## src/rtl/irrc_pkg.sv

```systemverilog
// irrc_pkg: shared types and fixed constants for the ir remote command sampler
// no dependencies; imported by irrc_decoder and ir_remote_command_sampler
`timescale 1ns / 1ps

package irrc_pkg;

   // fixed widths of the register and the result fields
   localparam int unsigned PERIOD_WIDTH  = 16;
   localparam int unsigned DIGIT_WIDTH   = 4;

   // register reset value and the largest accepted command digit
   localparam logic [PERIOD_WIDTH-1:0] SAMPLE_PERIOD_RESET = 16'd51000;
   localparam logic [7:0]              COMMAND_MAX         = 8'd9;

   // one result word
   typedef struct packed {
      logic                   command_strobe;
      logic [DIGIT_WIDTH-1:0] command;
      logic                   command_valid;
   } result_type;

endpackage

```

## src/rtl/irrc_decoder.sv

```systemverilog
// irrc_decoder: edge detect, start framing and bit sampling state machine
// depends on irrc_pkg for the result type and constants
`timescale 1ns / 1ps

module irrc_decoder #(
   parameter int unsigned SAMPLE_COUNT = 12,
   parameter int unsigned COMMAND_BITS = 6
) (
   input  logic                              clock,
   input  logic                              reset,
   input  logic                              accept,
   input  logic                              pin_level,
   input  logic [irrc_pkg::PERIOD_WIDTH-1:0] sample_period,
   output irrc_pkg::result_type              result
);
   import irrc_pkg::*;

   localparam logic [1:0] MODE_IDLE     = 2'd0;
   localparam logic [1:0] MODE_MEASURE  = 2'd1;
   localparam logic [1:0] MODE_ARMED    = 2'd2;
   localparam logic [1:0] MODE_SAMPLING = 2'd3;

   localparam logic [3:0] LAST_SAMPLE = 4'(SAMPLE_COUNT);

   logic [1:0]              mode_ff, mode_in;
   logic                    prev_level_ff;
   logic [PERIOD_WIDTH-1:0] tick_count_ff, tick_count_in;
   logic [3:0]              samples_ff, samples_in;
   logic [COMMAND_BITS-1:0] bits_ff, bits_in;
   logic [DIGIT_WIDTH-1:0]  command_ff, command_in;
   logic                    have_ff, have_in;
   logic                    strobe;
   logic                    edge_seen;
   logic [7:0]              bits_ext;

   assign edge_seen = pin_level != prev_level_ff;
   assign bits_ext  = 8'(bits_ff);

   // next state for one pin word
   always_comb begin
      mode_in       = mode_ff;
      tick_count_in = tick_count_ff;
      samples_in    = samples_ff;
      bits_in       = bits_ff;
      command_in    = command_ff;
      have_in       = have_ff;
      strobe        = 1'b0;
      case (mode_ff)
         MODE_IDLE: begin
            if (edge_seen && !pin_level) mode_in = MODE_MEASURE;
         end
         MODE_MEASURE: begin
            if (edge_seen) mode_in = MODE_ARMED;
         end
         MODE_ARMED: begin
            if (edge_seen) begin
               mode_in       = MODE_SAMPLING;
               tick_count_in = '0;
               samples_in    = '0;
               bits_in       = '0;
            end
         end
         default: begin
            if (tick_count_ff >= sample_period) begin
               tick_count_in = '0;
               if (samples_ff < LAST_SAMPLE) begin
                  // inverted pin shifts in at the bottom; only the last COMMAND_BITS samples are kept, earliest on top
                  bits_in    = COMMAND_BITS'({bits_ff, ~pin_level});
                  samples_in = samples_ff + 4'd1;
               end else begin
                  if (bits_ext <= COMMAND_MAX) begin
                     command_in = bits_ext[DIGIT_WIDTH-1:0];
                     have_in    = 1'b1;
                     strobe     = 1'b1;
                  end
                  mode_in    = MODE_IDLE;
                  samples_in = '0;
                  bits_in    = '0;
               end
            end else begin
               tick_count_in = tick_count_ff + 1'b1;
            end
         end
      endcase
   end

   // result for the word being accepted
   always_comb begin
      result.command_valid  = have_in;
      result.command        = command_in;
      result.command_strobe = strobe;
   end

   // state registers
   always_ff @(posedge clock) begin
      if (reset) begin
         mode_ff       <= MODE_IDLE;
         prev_level_ff <= 1'b1;
         tick_count_ff <= '0;
         samples_ff    <= '0;
         bits_ff       <= '0;
         command_ff    <= '0;
         have_ff       <= 1'b0;
      end else if (accept) begin
         mode_ff       <= mode_in;
         prev_level_ff <= pin_level;
         tick_count_ff <= tick_count_in;
         samples_ff    <= samples_in;
         bits_ff       <= bits_in;
         command_ff    <= command_in;
         have_ff       <= have_in;
      end
   end

endmodule

```

## src/rtl/ir_remote_command_sampler.sv

```systemverilog
// ir_remote_command_sampler: top level with config register and output skid stage
// depends on irrc_pkg and irrc_decoder
`timescale 1ns / 1ps

// One pin word is taken per clock while req_tready is high; each gives
// exactly one registered result. The decoder state is updated in a single
// pass of logic per word, so a word can be accepted on every cycle. When
// the result side stalls, the output register and a one-word skid stage
// absorb up to two results; req_tready drops only while the skid stage is
// full. sample_period may be written only while no results are pending.
module ir_remote_command_sampler #(
   parameter int unsigned SAMPLE_COUNT = 12,
   parameter int unsigned COMMAND_BITS = 6
) (
   input  logic                              clock,
   input  logic                              reset,
   input  logic                              req_tvalid,
   output logic                              req_tready,
   input  logic [7:0]                        req_tdata,   // [0] pin_level, [7:1] zero
   output logic                              rsp_tvalid,
   input  logic                              rsp_tready,
   // [0] command_valid, [4:1] command, [5] command_strobe, [7:6] zero
   output logic [7:0]                        rsp_tdata,
   input  logic                              csr_wr_en,
   input  logic [irrc_pkg::PERIOD_WIDTH-1:0] csr_wr_data
);
   import irrc_pkg::*;

   logic [PERIOD_WIDTH-1:0] period_ff;
   logic                    accept, take;
   result_type              result;
   result_type              out_data_ff, skid_data_ff;
   logic                    out_valid_ff, skid_valid_ff;

   assign req_tready = !skid_valid_ff;
   assign accept     = req_tvalid && req_tready;
   assign take       = out_valid_ff && rsp_tready;

   // sample period register
   always_ff @(posedge clock) begin
      if (reset) begin
         period_ff <= SAMPLE_PERIOD_RESET;
      end else if (csr_wr_en) begin
         period_ff <= csr_wr_data;
      end
   end

   irrc_decoder #(
      .SAMPLE_COUNT (SAMPLE_COUNT),
      .COMMAND_BITS (COMMAND_BITS)
   ) u_decoder (
      .clock         (clock),
      .reset         (reset),
      .accept        (accept),
      .pin_level     (req_tdata[0]),
      .sample_period (period_ff),
      .result        (result)
   );

   // output register and skid valid flags
   always_ff @(posedge clock) begin
      if (reset) begin
         out_valid_ff  <= 1'b0;
         skid_valid_ff <= 1'b0;
      end else if (take) begin
         if (skid_valid_ff) begin
            skid_valid_ff <= 1'b0;
         end else begin
            out_valid_ff <= accept;
         end
      end else if (accept) begin
         if (out_valid_ff) begin
            skid_valid_ff <= 1'b1;
         end else begin
            out_valid_ff <= 1'b1;
         end
      end
   end

   // output and skid payload
   always_ff @(posedge clock) begin
      if (take) begin
         if (skid_valid_ff) begin
            out_data_ff <= skid_data_ff;
         end else if (accept) begin
            out_data_ff <= result;
         end
      end else if (accept) begin
         if (out_valid_ff) begin
            skid_data_ff <= result;
         end else begin
            out_data_ff <= result;
         end
      end
   end

   assign rsp_tvalid = out_valid_ff;
   assign rsp_tdata  = {2'b00, out_data_ff};

endmodule
```

## config.mk

```make
export PLATFORM = sky130hd
export DESIGN_NAME = ir_remote_command_sampler
export DESIGN_NICKNAME = d
export VERILOG_FILES = /design/src/rtl/irrc_pkg.sv /design/src/rtl/irrc_decoder.sv /design/src/rtl/ir_remote_command_sampler.sv
export SDC_FILE = /design/constraint.sdc
export NUM_CORES = 1
export LEC_CHECK = 0
export ABC_AREA = 1
export BUFFER_PORTS_ARGS = -buffer_cell sky130_fd_sc_hd__buf_2
export CAP_MARGIN = 25
export CORE_MARGIN = 2
export CORE_UTILIZATION = 58
export CTS_CLUSTER_SIZE = 16
export DETAILED_ROUTE_END_ITERATION = 7
export GPL_TIMING_DRIVEN = 0
export PLACE_DENSITY = 0.77
export SYNTH_ARGS = -nofsm -noshare
export SYNTH_HDL_FRONTEND = slang
export SYNTH_SLANG_ARGS = --single-unit
```

## constraint.sdc

```tcl
create_clock -name clock -period 2.4 [get_ports clock]
set_clock_uncertainty 0.15 [all_clocks]
set_input_delay 0.72 -clock clock [delete_from_list [all_inputs] [get_ports clock]]
set_output_delay 0.72 -clock clock [all_outputs]
set_load 0.05 [all_outputs]
```

After elaboration in Yosys (flattened, before gate mapping)
Index checks and enable logic that the tools add are counted.
- register bits: 64
- input bits: 29
- output and inout bits: 10
- logic and storage cells: 90
- add/subtract/negate cells: 2
- $lt $le $gt $ge: 3
- equal/unequal tests: 9
- muxes and demuxes: 37
- bitwise logic cells: 3
- reduce and logical (&&, ||, !) cells: 20
- operators with widths (kind ; count):
    $mux W6 ; 8
    $mux W16 ; 2
    $pmux W16 S2 ; 1
    $mux W4 ; 7
    $add A16 B1 Y16 const B ; 1
    $ge A16 B16 Y1 ; 1
    $pmux W6 S2 ; 1
    $mux W1 ; 11
    $mux W2 ; 5
    $reduce_and A3 Y1 ; 3
    $pmux W4 S2 ; 1
    $le A6 B4 Y1 const B ; 1
    $ne A2 B1 Y1 const B ; 3
    $pmux W2 S3 ; 1
    $reduce_and A6 Y1 ; 1
    $reduce_bool A2 Y1 ; 3
    $add A4 B1 Y4 const B ; 1
    $lt A4 B4 Y1 const B ; 1
    $ne A2 B2 Y1 const B ; 2
    $ne A4 B4 Y1 const B ; 1
    $reduce_and A2 Y1 ; 2
    $reduce_and A4 Y1 ; 1
    $reduce_bool A4 Y1 ; 1
    $reduce_or A2 Y1 ; 2
    8 further kinds ; 13

Depth between registers and ports, before layout
- word-level depth: 8
- mapped depth: 17
- mapped depth without buffers: 16

Modules after synthesis
A second synthesis with hierarchy kept.
- cells, all modules: 427
- area, all modules: 3343.2 um2
- modules (own cells, without submodules) (module ; times used ; cells an instance ; area an instance (um2) ; sequential area each (um2)):
    irrc_decoder ; 1 ; 307 ; 2210.9 ; 680.7
    ir_remote_command_sampler ; 1 ; 120 ; 1132.3 ; 720.7

Least setup slack after synthesis
Ideal clock, no wire load.
- path kind: input to register
- start: input port rsp_tready
- end: register out_data_ff (netlist bit rsp_tdata[0]), enable pin
- library setup time: 0.363 ns
- data arrival time: 1.625 ns
- data required time: 1.887 ns
- path slack: 0.262 ns
- cell stages on the path: 4
- buffers on the path: 0
- cell sequence: nand2_1 -> nor2_1 -> bufinv_8 -> a21oi_1
- cells in the longest elaborated chain, start to end: 3
- elaborated cells between the ends (all ways): 4
- those cells by class: eq/ne (1); reduce/logical (3)
- RTL lines (element ; RTL line ; source):
    start: declaration ; ir_remote_command_sampler.sv:21 ; input logic rsp_tready,
    $logic_and A1 B1 Y1 (*) ; ir_remote_command_sampler.sv:37 ; assign take = out_valid_ff && rsp_tready;
    $ne A2 B2 Y1 (no source line) or $reduce_bool A2 Y1 (tied branches) ; - ;
    $reduce_and A3 Y1 (no source line) (*) ; - ;
    end signal: assignment ; ir_remote_command_sampler.sv:84 ; out_data_ff <= skid_data_ff;
    end signal: assignment ; ir_remote_command_sampler.sv:86 ; out_data_ff <= result;
    end signal: assignment ; ir_remote_command_sampler.sv:92 ; out_data_ff <= result;
    end: declaration ; ir_remote_command_sampler.sv:32 ; result_type out_data_ff, skid_data_ff;
Mark *: on every way between the ends. The rest lies on a longest branch, timed or not.
A chain may end at the register's enable or synchronous reset.

Worst setup path in the final report
- start: register u_decoder.tick_count_ff[0]
- end: register out_data_ff (netlist bit rsp_tdata[1]) (data pin)
- cells in the longest elaborated chain, start to end: 6
- elaborated cells between the ends (all ways): 8
- those cells by class: order compare (1); mux (7)
- RTL lines (element ; RTL line ; source):
    start: declaration ; irrc_decoder.sv:27 ; logic [PERIOD_WIDTH-1:0] tick_count_ff, tick_count_in;
    start signal: assignment ; irrc_decoder.sv:107 ; tick_count_ff <= tick_count_in;
    $ge A16 B16 Y1 (*) ; irrc_decoder.sv:64 ; if (tick_count_ff >= sample_period) begin
    $mux W4 (*) ; irrc_decoder.sv:64 ;
    $mux W4 (*) ; irrc_decoder.sv:48 ; case (mode_ff)
    $mux W6, on equally long branches ; ir_remote_command_sampler.sv:89, ir_remote_command_sampler.sv:85 ;
    $mux W6, on equally long branches ; ir_remote_command_sampler.sv:88, ir_remote_command_sampler.sv:83 ;
    $mux W6 (*) ; ir_remote_command_sampler.sv:82 ; if (take) begin
Mark *: on every way between the ends. The rest lies on a longest branch, timed or not. The select of a mux whose other input is x is not followed.

==> out/results.ini <==
[run_status]
status = complete, no violations

[die]
die_h_um = 79.05
die_w_um = 79.05
rows = 27
start_util = 0.5969
ios = 39
die_area_sq_um = 6249
core_area_sq_um = 5473

[synth]
synth_area_sq_um = 3267
synth-seq-area-share = 0.4290
ys_ff_latch = 64
synth.distinct_cells = 37
syn_avg_cell_area_sq_um = 7.891
syn_inst = 414
ys.warnings.count = 0

[grt]
overflow = 0
grt_use_total = 0.2322
grt_util_met2 = 0.3907
busiest_layer = met2
grt_pass1_vias = 2641
grt.met1_usage = 0.2948
met3_usage = 0.03864
antenna_found_initial = 0
grt_max_degree = 12
grt_pass1_wl_um = 11450

[detailed_routing]
dr_total_vias = 2734
drcViolationCount = 0
drt_pre_antenna_iters = 4
finalWirelength_um = 6629
antenna_left = 0
first_iter_violations = 140
wl_per_cell_um = 12.48
drt-vias-per-instance = 5.149

[setup_path]
r2r-end = rsp_tdata[1]$_DFFE_PP_
path_max_fanout = 7
endpoint_kind = flop
worstSetupStartpoint = u_decoder.tick_count_ff[0]$_SDFFE_PP0P_
crit_required_ns = 2.35
crit_type = flop to flop
reg2reg_from = u_decoder.tick_count_ff[0]$_SDFFE_PP0P_
rr_worst_depth = 15
cp.arrival_ns = 2.14
reg2reg_slack_ns = 0.21
startpoint_type = flop

[hold_path]
hp-class = flop to flop
min_from = u_decoder.command_ff[3]$_SDFFE_PP0P_
hold_path_depth = 2
min_to = u_decoder.command_ff[3]$_SDFFE_PP0P_

[placement]
port_buffers = 28
gp_congestion = 0.8286
dp_hpwl_um = 5073
post-place-ws_ns = -0.06619
dp.cells = 515
post_dp_cell_area_sq_um = 3501

[layout]
finalNonFillerCells = 531
regArea_sq_um = 1401
final_area_sq_um = 3715
multi_input_area_sq_um = 1551
fin_nets = 506
num-fill-cells = 473
layout_common_cells = 78 x nand2_1, 57 x inv_1, 52 x dfxtp_1
drive_above_1_share = 0.1569
n_antenna_cell = 0
post-route-util = 0.6788
area_delta_synth_final_pct = 13.71
final_common_cell = nand2_1

[timing]
hold_violations = 0
slew_headroom = 0.4822
worst_pin_slew_ns = 0.7708
post-route-min-period_ns = 2.192
setup_viol = 0
slew_viol_final = 0
fin_ws_ns = 0.2075
min_period_over_period = 0.9135
tns_ns = 0
fmax_mhz = 456.1
rsz0062_at_grt = false

[clock_network]
clock-sinks = 64
post_cts_buffers = 0
numCtsBuffers = 9
holdBufCountCts = 0
clk_latency_ns = 0.34
cts_resized = 0
root_buffer = clkbuf_8
tritoncts = yes
htreeDepth = 3
clock_path_buffers = 2
path_clk_slew_ns = 0.07

[flow_run]
timing.max_cap.violations = 0

[power]
ir_worst_vdd_uv = 391.7
p_leak_nw = 1.806
pwr_density_cell_nw_per_um2 = 746.9

-- cell usage after synthesis, drive strengths merged --
cell type,n,area share
inv,60,0.069
a211oi,1,0.0023
nand3,14,0.029
nor4,1,0.0019
nor3,10,0.018
nor2,51,0.061
nand4,11,0.026
o21a,1,0.0023
clkbuf,5,0.0057
a21o,1,0.0023
a41o,1,0.0031
clkinv,1,0.0027
a221oi,1,0.0027
ha,23,0.088
or2,3,0.0057
bufinv,1,0.0054
a31o,1,0.0027
nor3b,2,0.0046
a21oi,31,0.047
edfxtp,12,0.11
o21ai,33,0.053
conb,1,0.0011
o211ai,1,0.0023
buf,6,0.015
nand2,82,0.098
dfxtp,52,0.32
xor2,8,0.021
-- flip-flops by register name, indices dropped and copies added (netlist names) --
name and flops:
u_decoder.have_ff 1, skid_data_ff 6, period_ff 16, rsp_tvalid 1, u_decoder.command_ff 4, u_decoder.prev_level_ff 1, u_decoder.mode_ff 2, rsp_tdata 6
u_decoder.bits_ff 6, skid_valid_ff 1, u_decoder.tick_count_ff 16, u_decoder.samples_ff 4
-- layer usage --
metal	vias up	wire length [um]
met5	-	0
met4	0	96
met3	12	215
met2	48	3043
met1	1244	3274
li1	1430	-
-- where the power goes --
part	switching [mW]	total, mW	internal, mW
Combinational	0.377	0.567	0.191
Sequential	0.0449	1.21	1.16
Clock	0.418	0.999	0.581
Total	0.839	2.77	1.94
-- kinds of logic after synthesis --
group | Yosys count | share of synthesized area
adders and majority gates | 23 | 0.08809
other | 1 | 0.001148
xor gates and xnor gates | 8 | 0.02145
DFF | 64 | 0.4290
buffers and inverters | 73 | 0.09805
AOI/OAI and AO/OA | 71 | 0.1180
and+or+nand+nor | 174 | 0.2443
-- through the flow --
step	hold slack, ns	power (mW)
2_1_floorplan	0.2797	1.667
3_3_place_gp	0.2881	1.781
3_5_place_dp	0.2984	1.802
4_1_cts	0.3080	2.790
5_1_grt	0.3426	2.925
6_report	0.3102	2.775
-- worst max-delay path, stage by stage, from the launching register on --
cell and delay [ns]:
dfxtp_1 0.37, inv_1 0.08, ha_1 0.27, nand2_1 0.05
nor2_1 0.08, nor2_1 0.04, nand2_1 0.06, nand2_1 0.05
nand2_1 0.06, nand2_1 0.11, nand2_2 0.18, nand3_4 0.13
nand2_1 0.11, nand3_1 0.08, nand2_1 0.08, inv_1 0.05
-- how the worst max path moves through the flow --
| stage | end | slack, ns | cells past startpoint |
|---|---|---|---|
| detailed placement | rsp_tdata[0]$_DFFE_PP_ | -0.07 | 5 |
| finish | rsp_tdata[1]$_DFFE_PP_ | 0.21 | 15 |
| global placement | u_decoder.tick_count_ff[9]$_SDFFE_PP0P_ | -0.006 | 10 |
| floorplan | rsp_tdata[0]$_DFFE_PP_ | 0.26 | 4 |
| global route | u_decoder.bits_ff[2]$_SDFFE_PP0P_ | 0.02 | 15 |
| CTS | rsp_tdata[1]$_DFFE_PP_ | 0.1 | 15 |
-- final cells by class --
| cell class | instances | share of cell area |
|---|---|---|
| timing repair buffer | 28 | 0.03772 |
| sequential | 64 | 0.3772 |
| clock inverter | 6 | 0.02257 |
| tap | 72 | 0.02425 |
| inverter | 62 | 0.06770 |
| clock buffer | 10 | 0.03435 |
| buffer | 11 | 0.01852 |
| multi-input combinational | 278 | 0.4176 |
(Power assumes the default switching activity.)
